### config.mk
export PLATFORM = sky130hd
export DESIGN_NAME = sorted_priority_queue
export DESIGN_NICKNAME = d
export VERILOG_FILES = /design/src/hw/rtl/spq_pkg.sv /design/src/hw/rtl/sorted_priority_queue.sv /design/src/hw/rtl/spq_cell.sv
export SDC_FILE = /design/constraint.sdc
export NUM_CORES = 2
export LEC_CHECK = 0
export CAP_MARGIN = 20
export CELL_PAD_IN_SITES_DETAIL_PLACEMENT = 0
export CELL_PAD_IN_SITES_GLOBAL_PLACEMENT = 1
export CORE_ASPECT_RATIO = 1.25
export CORE_UTILIZATION = 55
export CTS_BUF_LIST = sky130_fd_sc_hd__clkbuf_8 sky130_fd_sc_hd__clkbuf_16
export CTS_CLUSTER_SIZE = 20
export DETAILED_ROUTE_END_ITERATION = 16
export DONT_BUFFER_PORTS = 1
export PLACE_DENSITY = 0.9
export SYNTH_ARGS = -nofsm -noshare
export SYNTH_HDL_FRONTEND = slang
export SYNTH_SLANG_ARGS = --single-unit
### constraint.sdc
create_clock -name i_clk -period 26.3 [get_ports i_clk]
set_input_delay 5.26 -clock i_clk [delete_from_list [all_inputs] [get_ports i_clk]]
set_output_delay 5.26 -clock i_clk [all_outputs]
set_load 0.02 [all_outputs]
### src/hw/rtl/spq_pkg.sv
package spq_pkg;

    typedef enum logic [1:0] {
        MODE_INSERT = 2'd0,
        MODE_REMOVE = 2'd1,
        MODE_CLEAR  = 2'd2
    } t_mode;

    typedef enum logic [1:0] {
        CELL_HOLD   = 2'd0,
        CELL_INSERT = 2'd1,
        CELL_POP    = 2'd2
    } t_cell_op;

    typedef struct packed {
        t_cell_op op;
        logic     tie_lifo;
    } t_cell_ctrl;

    localparam int PRIO_BITS = 32;
    localparam int DATA_BITS = 32;
    localparam logic [2:0] ADDR_TIE_ORDER = 3'd0;

endpackage

### src/hw/rtl/sorted_priority_queue.sv
// Bounded priority queue of DEPTH entries, each a signed priority and a payload tag.
// Each input transaction carries a mode: insert, remove the highest priority, or clear.
// Every input transaction produces exactly one output transaction with ok, the removed
// payload (zero unless a remove succeeded) and the number of entries held afterwards.
// Entries live in a chain of cells kept in serving order, the head cell first. An
// insert compares against every cell at once and shifts the cells behind its slot
// back by one; a remove takes the head cell and shifts every cell forward by one.
// The cell chain and the result are registered together, and a new transaction may be
// accepted in every cycle unless a stalled receiver holds the output register full.
// The input is ready whenever the output register is empty or is being emptied, so a
// stalled receiver holds the result and stops further input until it is taken.
// The tie_order register at APB byte address 0 chooses oldest first (0) or newest
// first (1) among equal priorities; the user must write it only while idle (unenforced).
// Reset empties the queue, clears tie_order and drops any pending result.
module sorted_priority_queue #(
    parameter int DEPTH        = 16,
    parameter int PAYLOAD_BITS = 32
) (
    input  logic                                     i_clk,
    input  logic                                     i_rst_n,
    input  logic                                     psel,
    input  logic                                     penable,
    input  logic                                     pwrite,
    input  logic [2:0]                               paddr,
    input  logic [31:0]                              pwdata,
    output logic [31:0]                              prdata,
    output logic                                     pready,
    input  logic                                     i_in_valid,
    output logic                                     o_in_ready,
    input  logic [1:0]                               i_mode,
    input  logic signed [spq_pkg::PRIO_BITS-1:0]     i_priority_req,
    input  logic [spq_pkg::DATA_BITS-1:0]            i_payload,
    output logic                                     o_out_valid,
    input  logic                                     i_out_ready,
    output logic                                     o_ok,
    output logic [spq_pkg::DATA_BITS-1:0]            o_payload_out,
    output logic [$clog2(DEPTH+1)-1:0]               o_count
);
    import spq_pkg::*;

    localparam int CW = $clog2(DEPTH + 1);

    logic                        r_tie_order;
    logic [CW-1:0]               r_held;
    logic [CW-1:0]               n_held;
    logic                        r_out_valid;
    logic                        r_ok;
    logic                        n_ok;
    logic [DATA_BITS-1:0]        r_payload_out;
    logic [DATA_BITS-1:0]        n_payload_out;

    logic                        w_take;
    logic                        w_full;
    logic                        w_empty;
    t_cell_ctrl                  w_ctrl;
    logic [63:0]                 w_in_pay64;
    logic [PAYLOAD_BITS-1:0]     w_new_payload;
    logic [63:0]                 w_head_pay64;

    logic                        w_valid [DEPTH];
    logic                        w_stays [DEPTH];
    logic signed [PRIO_BITS-1:0] w_prio  [DEPTH];
    logic [PAYLOAD_BITS-1:0]     w_pay   [DEPTH];

    assign pready = 1'b1;
    assign prdata = {31'b0, r_tie_order};

    always_ff @(posedge i_clk) begin
        if (!i_rst_n) begin
            r_tie_order <= 1'b0;
        end else if (psel && penable && pwrite && paddr[2] == ADDR_TIE_ORDER[2]) begin
            r_tie_order <= pwdata[0];
        end
    end

    assign o_in_ready    = !r_out_valid || i_out_ready;
    assign w_take        = i_in_valid && o_in_ready;
    assign w_full        = (r_held == CW'(DEPTH));
    assign w_empty       = (r_held == '0);
    assign w_in_pay64    = {32'b0, i_payload};
    assign w_new_payload = w_in_pay64[PAYLOAD_BITS-1:0];
    assign w_head_pay64  = 64'(w_pay[0]);

    always_comb begin
        w_ctrl.op       = CELL_HOLD;
        w_ctrl.tie_lifo = r_tie_order;
        n_held          = r_held;
        n_ok            = 1'b0;
        n_payload_out   = '0;
        if (w_take) begin
            unique case (t_mode'(i_mode))
                MODE_INSERT: begin
                    if (!w_full) begin
                        w_ctrl.op = CELL_INSERT;
                        n_held    = r_held + CW'(1);
                        n_ok      = 1'b1;
                    end
                end
                MODE_REMOVE: begin
                    if (!w_empty) begin
                        w_ctrl.op     = CELL_POP;
                        n_held        = r_held - CW'(1);
                        n_ok          = 1'b1;
                        n_payload_out = w_head_pay64[DATA_BITS-1:0];
                    end
                end
                MODE_CLEAR: begin
                    n_held = '0;
                    n_ok   = 1'b1;
                end
                default: begin
                    n_held = r_held;
                end
            endcase
        end
    end

    genvar gi;
    generate
        for (gi = 0; gi < DEPTH; gi++) begin : g_cell
            logic                        w_prev_stays;
            logic signed [PRIO_BITS-1:0] w_prev_prio;
            logic [PAYLOAD_BITS-1:0]     w_prev_pay;
            logic signed [PRIO_BITS-1:0] w_next_prio;
            logic [PAYLOAD_BITS-1:0]     w_next_pay;

            assign w_valid[gi] = (CW'(gi) < r_held);

            if (gi == 0) begin : g_head
                assign w_prev_stays = 1'b1;
                assign w_prev_prio  = i_priority_req;
                assign w_prev_pay   = w_new_payload;
            end else begin : g_body
                assign w_prev_stays = w_stays[gi-1];
                assign w_prev_prio  = w_prio[gi-1];
                assign w_prev_pay   = w_pay[gi-1];
            end

            if (gi == DEPTH - 1) begin : g_tail
                assign w_next_prio = w_prio[gi];
                assign w_next_pay  = w_pay[gi];
            end else begin : g_link
                assign w_next_prio = w_prio[gi+1];
                assign w_next_pay  = w_pay[gi+1];
            end

            spq_cell #(
                .PAYLOAD_BITS(PAYLOAD_BITS)
            ) u_cell (
                .i_clk          (i_clk),
                .i_ctrl         (w_ctrl),
                .i_valid        (w_valid[gi]),
                .i_new_prio     (i_priority_req),
                .i_new_payload  (w_new_payload),
                .i_prev_stays   (w_prev_stays),
                .i_prev_prio    (w_prev_prio),
                .i_prev_payload (w_prev_pay),
                .i_next_prio    (w_next_prio),
                .i_next_payload (w_next_pay),
                .o_stays        (w_stays[gi]),
                .o_prio         (w_prio[gi]),
                .o_payload      (w_pay[gi])
            );
        end
    endgenerate

    always_ff @(posedge i_clk) begin
        if (!i_rst_n) begin
            r_held      <= '0;
            r_out_valid <= 1'b0;
        end else begin
            r_held <= n_held;
            if (w_take) begin
                r_out_valid <= 1'b1;
            end else if (i_out_ready) begin
                r_out_valid <= 1'b0;
            end
        end
    end

    always_ff @(posedge i_clk) begin
        if (w_take) begin
            r_ok          <= n_ok;
            r_payload_out <= n_payload_out;
        end
    end

    assign o_out_valid   = r_out_valid;
    assign o_ok          = r_ok;
    assign o_payload_out = r_payload_out;
    assign o_count       = r_held;

    a_held_bounded: assert property (@(posedge i_clk) disable iff (!i_rst_n)
        r_held <= CW'(DEPTH))
        else $error("entry count exceeds the queue depth");

    a_full_insert_rejected: assert property (@(posedge i_clk) disable iff (!i_rst_n)
        w_take && i_mode == MODE_INSERT && w_full |=> r_held == $past(r_held) && !r_ok)
        else $error("insert into a full queue changed the entry count");

    a_remove_ok: assert property (@(posedge i_clk) disable iff (!i_rst_n)
        w_take && i_mode == MODE_REMOVE && !w_empty |=> r_out_valid && r_ok)
        else $error("remove from a non-empty queue did not succeed");

    a_clear_empties: assert property (@(posedge i_clk) disable iff (!i_rst_n)
        w_take && i_mode == MODE_CLEAR |=> r_held == '0 && o_count == '0)
        else $error("clear left entries in the queue");

endmodule

### src/hw/rtl/spq_cell.sv
module spq_cell #(
    parameter int PAYLOAD_BITS = 32
) (
    input  logic                                i_clk,
    input  spq_pkg::t_cell_ctrl                 i_ctrl,
    input  logic                                i_valid,
    input  logic signed [spq_pkg::PRIO_BITS-1:0] i_new_prio,
    input  logic [PAYLOAD_BITS-1:0]             i_new_payload,
    input  logic                                i_prev_stays,
    input  logic signed [spq_pkg::PRIO_BITS-1:0] i_prev_prio,
    input  logic [PAYLOAD_BITS-1:0]             i_prev_payload,
    input  logic signed [spq_pkg::PRIO_BITS-1:0] i_next_prio,
    input  logic [PAYLOAD_BITS-1:0]             i_next_payload,
    output logic                                o_stays,
    output logic signed [spq_pkg::PRIO_BITS-1:0] o_prio,
    output logic [PAYLOAD_BITS-1:0]             o_payload
);
    import spq_pkg::*;

    logic signed [PRIO_BITS-1:0] r_prio;
    logic signed [PRIO_BITS-1:0] n_prio;
    logic [PAYLOAD_BITS-1:0]     r_payload;
    logic [PAYLOAD_BITS-1:0]     n_payload;

    // An entry stays ahead of a new one if it is served before it.
    assign o_stays = i_valid &&
                     (i_ctrl.tie_lifo ? (r_prio > i_new_prio) : (r_prio >= i_new_prio));

    always_comb begin
        n_prio    = r_prio;
        n_payload = r_payload;
        unique case (i_ctrl.op)
            CELL_INSERT: begin
                if (o_stays) begin
                    n_prio    = r_prio;
                    n_payload = r_payload;
                end else if (i_prev_stays) begin
                    n_prio    = i_new_prio;
                    n_payload = i_new_payload;
                end else begin
                    n_prio    = i_prev_prio;
                    n_payload = i_prev_payload;
                end
            end
            CELL_POP: begin
                n_prio    = i_next_prio;
                n_payload = i_next_payload;
            end
            default: begin
                n_prio    = r_prio;
                n_payload = r_payload;
            end
        endcase
    end

    always_ff @(posedge i_clk) begin
        r_prio    <= n_prio;
        r_payload <= n_payload;
    end

    assign o_prio    = r_prio;
    assign o_payload = r_payload;

endmodule

==> impl_metrics.csv <==
group,metric,value,unit
outcome,outcome,"finished, final reports clean",
worst_setup_path,max_stage_delay,0.24,ns
placement,portBuffers,0,
worst_setup_path,cp-start-kind,"input pin",
cts,numCtsBuffers,110,
timing,final.setup.tns,0,ns
cts,clkTransAtPathRegs,0.06,ns
timing,fin_skew,0.0452,ns
route,routed_via_density,6.88,
floorplanning,ios,181,
timing,fmax,0.0929,GHz
floorplanning,initial_core_util,55.6,%
synth,ys_top_cells_by_area,"edfxtp_1 (49%), ha_1 (10%), nand2_1 (6.2%)",
worst_setup_path,crit_family,"simple AND/OR/NAND/NOR gates",
cts,cts_htree_levels,3,
synth,ys_ff_latch,1064,
finish,area_delta_synth_final,6.84,%
synth,ys.flop_type,"edfxtp_1",
timing,finalSetupViolations,0,
synth,syn_area,0.0650,mm²
synth,ys_warn_count,0,
route,antenna_left,0,
cts,post_cts_resized,0,
grt,grt.overflow.total,0,
power,sw_frac_of_total,29.6,%
timing,slew_viol_final,0,
min_path,min_from,"g_cell[14].u_cell.o_payload[19]",
power,pwr-share-comb,17.8,%
timing,fin_crit,10.76,ns
timing,relSlewSlack,16.9,%
worst_setup_path,r2r-start,"o_count[2]",
route,drc,0,
floorplanning,die_area,0.119,mm²
worst_setup_path,crit_type,"input pin to output pin",
route,totalWireLength,216000,µm
synth,async_reset_ff_share,0,%
synth,syn_inst,6280,
floorplanning,dieWidth,309,µm
worst_setup_path,critPathCaptureType,"output pin",
route,firstDrtPassIters,8,
timing,fin_crit_sh,40.9,%
finish,layout.nets,6620,
timing,rsz0062_at_grt,"false",
route,vias,52600,
timing,worst_pin_slew,1.25,ns
cts,cts.sinks,1064,
job,cap_violations,0,
worst_setup_path,critical-path-slowest-cell,"nand2b_1",
worst_setup_path,rrSetupSlack,19.30,ns
timing,hold_viol,0,
finish,num-fill-cells,9715,
cts,cts-root-buf,"clkbuf_16",
synth,syn_avg_cell_area,10.3,µm²
power,leakage,26.2,nW
worst_setup_path,crit_required,21.04,ns
power,ir_drop,55.1,µV
grt,grt_start_max_net_pins,233,
synth,ys_seq_area_share,49.1,%
placement,dp_hpwl,132000,µm
synth,ys_top_cells_by_count,"nand2_1 (1072), edfxtp_1 (1057), nand3_1 (555)",
cts,ctsHoldBuffers,0,
synth,synth.distinct_cells,72,
floorplanning,die_h,386,µm
power,clock_power_share,35.2,%
cts,insertion_delay,0.76,ns
power,p_sw,1.34,mW
worst_setup_path,crit_start,"i_out_ready",
grt,grt_pass1_wl,320000,µm
cts,cts_tree,"built",
grt,grt_pass1_vias,50500,
placement,place_congestion,0.960,
grt,antenna_found_initial,6,
worst_setup_path,crit_chain,"nand2b_1",
finish,drive_above_1_share,5.19,%
worst_setup_path,cp.arrival,5.50,ns
min_path,hp-class,"flop to flop",
grt,grtUsageTotal,35.8,%
finish,final_util,59.4,%
route,wl_per_cell,28.2,µm
route,drt_iter0_drc,6697,
floorplanning,fp-row-count,140,
worst_setup_path,critPathBufInv,0,
power,p_int,3.19,mW
worst_setup_path,critPathMaxFanout,3,
power,seq_power_share,47.0,%
cts,postCtsSetupRepairBufs,0,
power,power_density,65.3,mW/mm²
synth,synth-edff-count,1057,
synth,yosysTopAreaCell,"edfxtp_1",
synth,synth_top_area_share,48.9,%
synth,post-synth-top-count-cell,"nand2_1",
floorplanning,core_area,0.117,mm²
cts,cts_buffer_depth,3,
metrics by stage:
step	instances	hold slack [ns]	instance area [µm²]	power [mW]	worst slack (ns)
floorplan	6310	0.509	65100	2.69	14.07
global placement	7437	0.526	65700	2.91	15.13
detailed placement	7439	0.533	65800	2.94	15.09
CTS	7642	0.546	69300	4.51	15.54
global route	7645	0.578	69400	4.67	15.41
finish	7647	0.552	69400	4.53	15.54
worst reg2reg max path: stages (launching register included):
cell and delay [ns]:
dfxtp_1 0.57, nor2_1 0.58, a31oi_4 0.13, buf_4 0.34, nand2_4 0.61, buf_4 0.85, buf_4 0.86, buf_4 0.79
buf_4 0.68, buf_4 0.68, nand2_1 0.46, o221ai_1 0.31
cells in the final DEF (no fill, tap or decap), drive strengths merged, types with 11 or more instances in the layout:
| cell | count |
|---|---|
| nand2 | 1072 |
| edfxtp | 1057 |
| nand3 | 555 |
| ha | 520 |
| o211ai | 463 |
| o21ai | 401 |
| mux2i | 387 |
| a21oi | 278 |
| nor2 | 173 |
| clkbuf | 110 |
| nand4 | 109 |
| inv | 103 |
| buf | 95 |
| a31oi | 74 |
| a21o | 70 |
| and3 | 68 |
| mux2 | 66 |
| a211o | 65 |
| clkinv | 53 |
| or3 | 36 |
| and2 | 36 |
| or3b | 33 |
| conb | 32 |
| nor2b | 26 |
| nor3 | 22 |
| nor4 | 17 |
| and4 | 15 |
| bufinv | 12 |
| a211oi | 11 |
power by group through the flow:
stage | clock (mW) | sequential [mW] | combinational, mW
2_1_floorplan | 0 | 2.13 | 0.552
3_3_place_gp | 0 | 2.16 | 0.752
3_5_place_dp | 0 | 2.16 | 0.781
4_1_cts | 1.60 | 2.13 | 0.784
5_1_grt | 1.66 | 2.14 | 0.868
6_report | 1.60 | 2.13 | 0.807
registers in the layout, summed over array words and instances, names as in the netlist:
name and flops:
o_count 5, o_out_valid 1, g_cell.u_cell.o_payload 512, g_cell.u_cell.o_prio 512, r_tie_order 1, o_payload_out 32
o_ok 1
final cells by class:
cell class	instances	area, µm²	area share (%)
clock buffers	110	2750	3.97
flip-flops and latches	1064	31900	45.9
repair buffers	95	826	1.19
diodes	2	5.00	0.00721
well taps	1562	1950	2.82
clock inverters	93	803	1.16
multi-input cells	4643	30900	44.5
inverters	78	293	0.422
cells by family (layout without fill, tap and decap cells):
family / Yosys count / in the layout / share of synthesized area (%)
xor+xnor: 6 / 6 / 0.0809
fa+ha+maj: 520 / 520 / 10.0
mux: 453 / 453 / 7.11
flops: 1064 / 1064 / 49.1
other cells: 2 / 34 / 0.0116
simple gates: 2191 / 2191 / 15.4
buf+inv: 603 / 376 / 4.06
compound gates: 1441 / 1441 / 14.2
metal layers:
| layer | up-vias | share of wire (%) | track usage (%) |
|---|---|---|---|
| met5 | - | 0.0065 | 0 |
| met4 | 2 | 6.7 | 21.3 |
| met3 | 657 | 11 | 6.64 |
| met2 | 3189 | 46 | 56.7 |
| met1 | 25600 | 37 | 45.9 |
| li1 | 23200 | - | - |
final timing paths:
path	to	cells after the start
setup / recovery	o_in_ready	1
setup reg to reg	g_cell[2].u_cell.o_prio[0]	11
hold reg to reg	g_cell[13].u_cell.o_payload[19]	2
hold / removal	g_cell[13].u_cell.o_payload[19]	2
(Power assumes the default switching activity.)
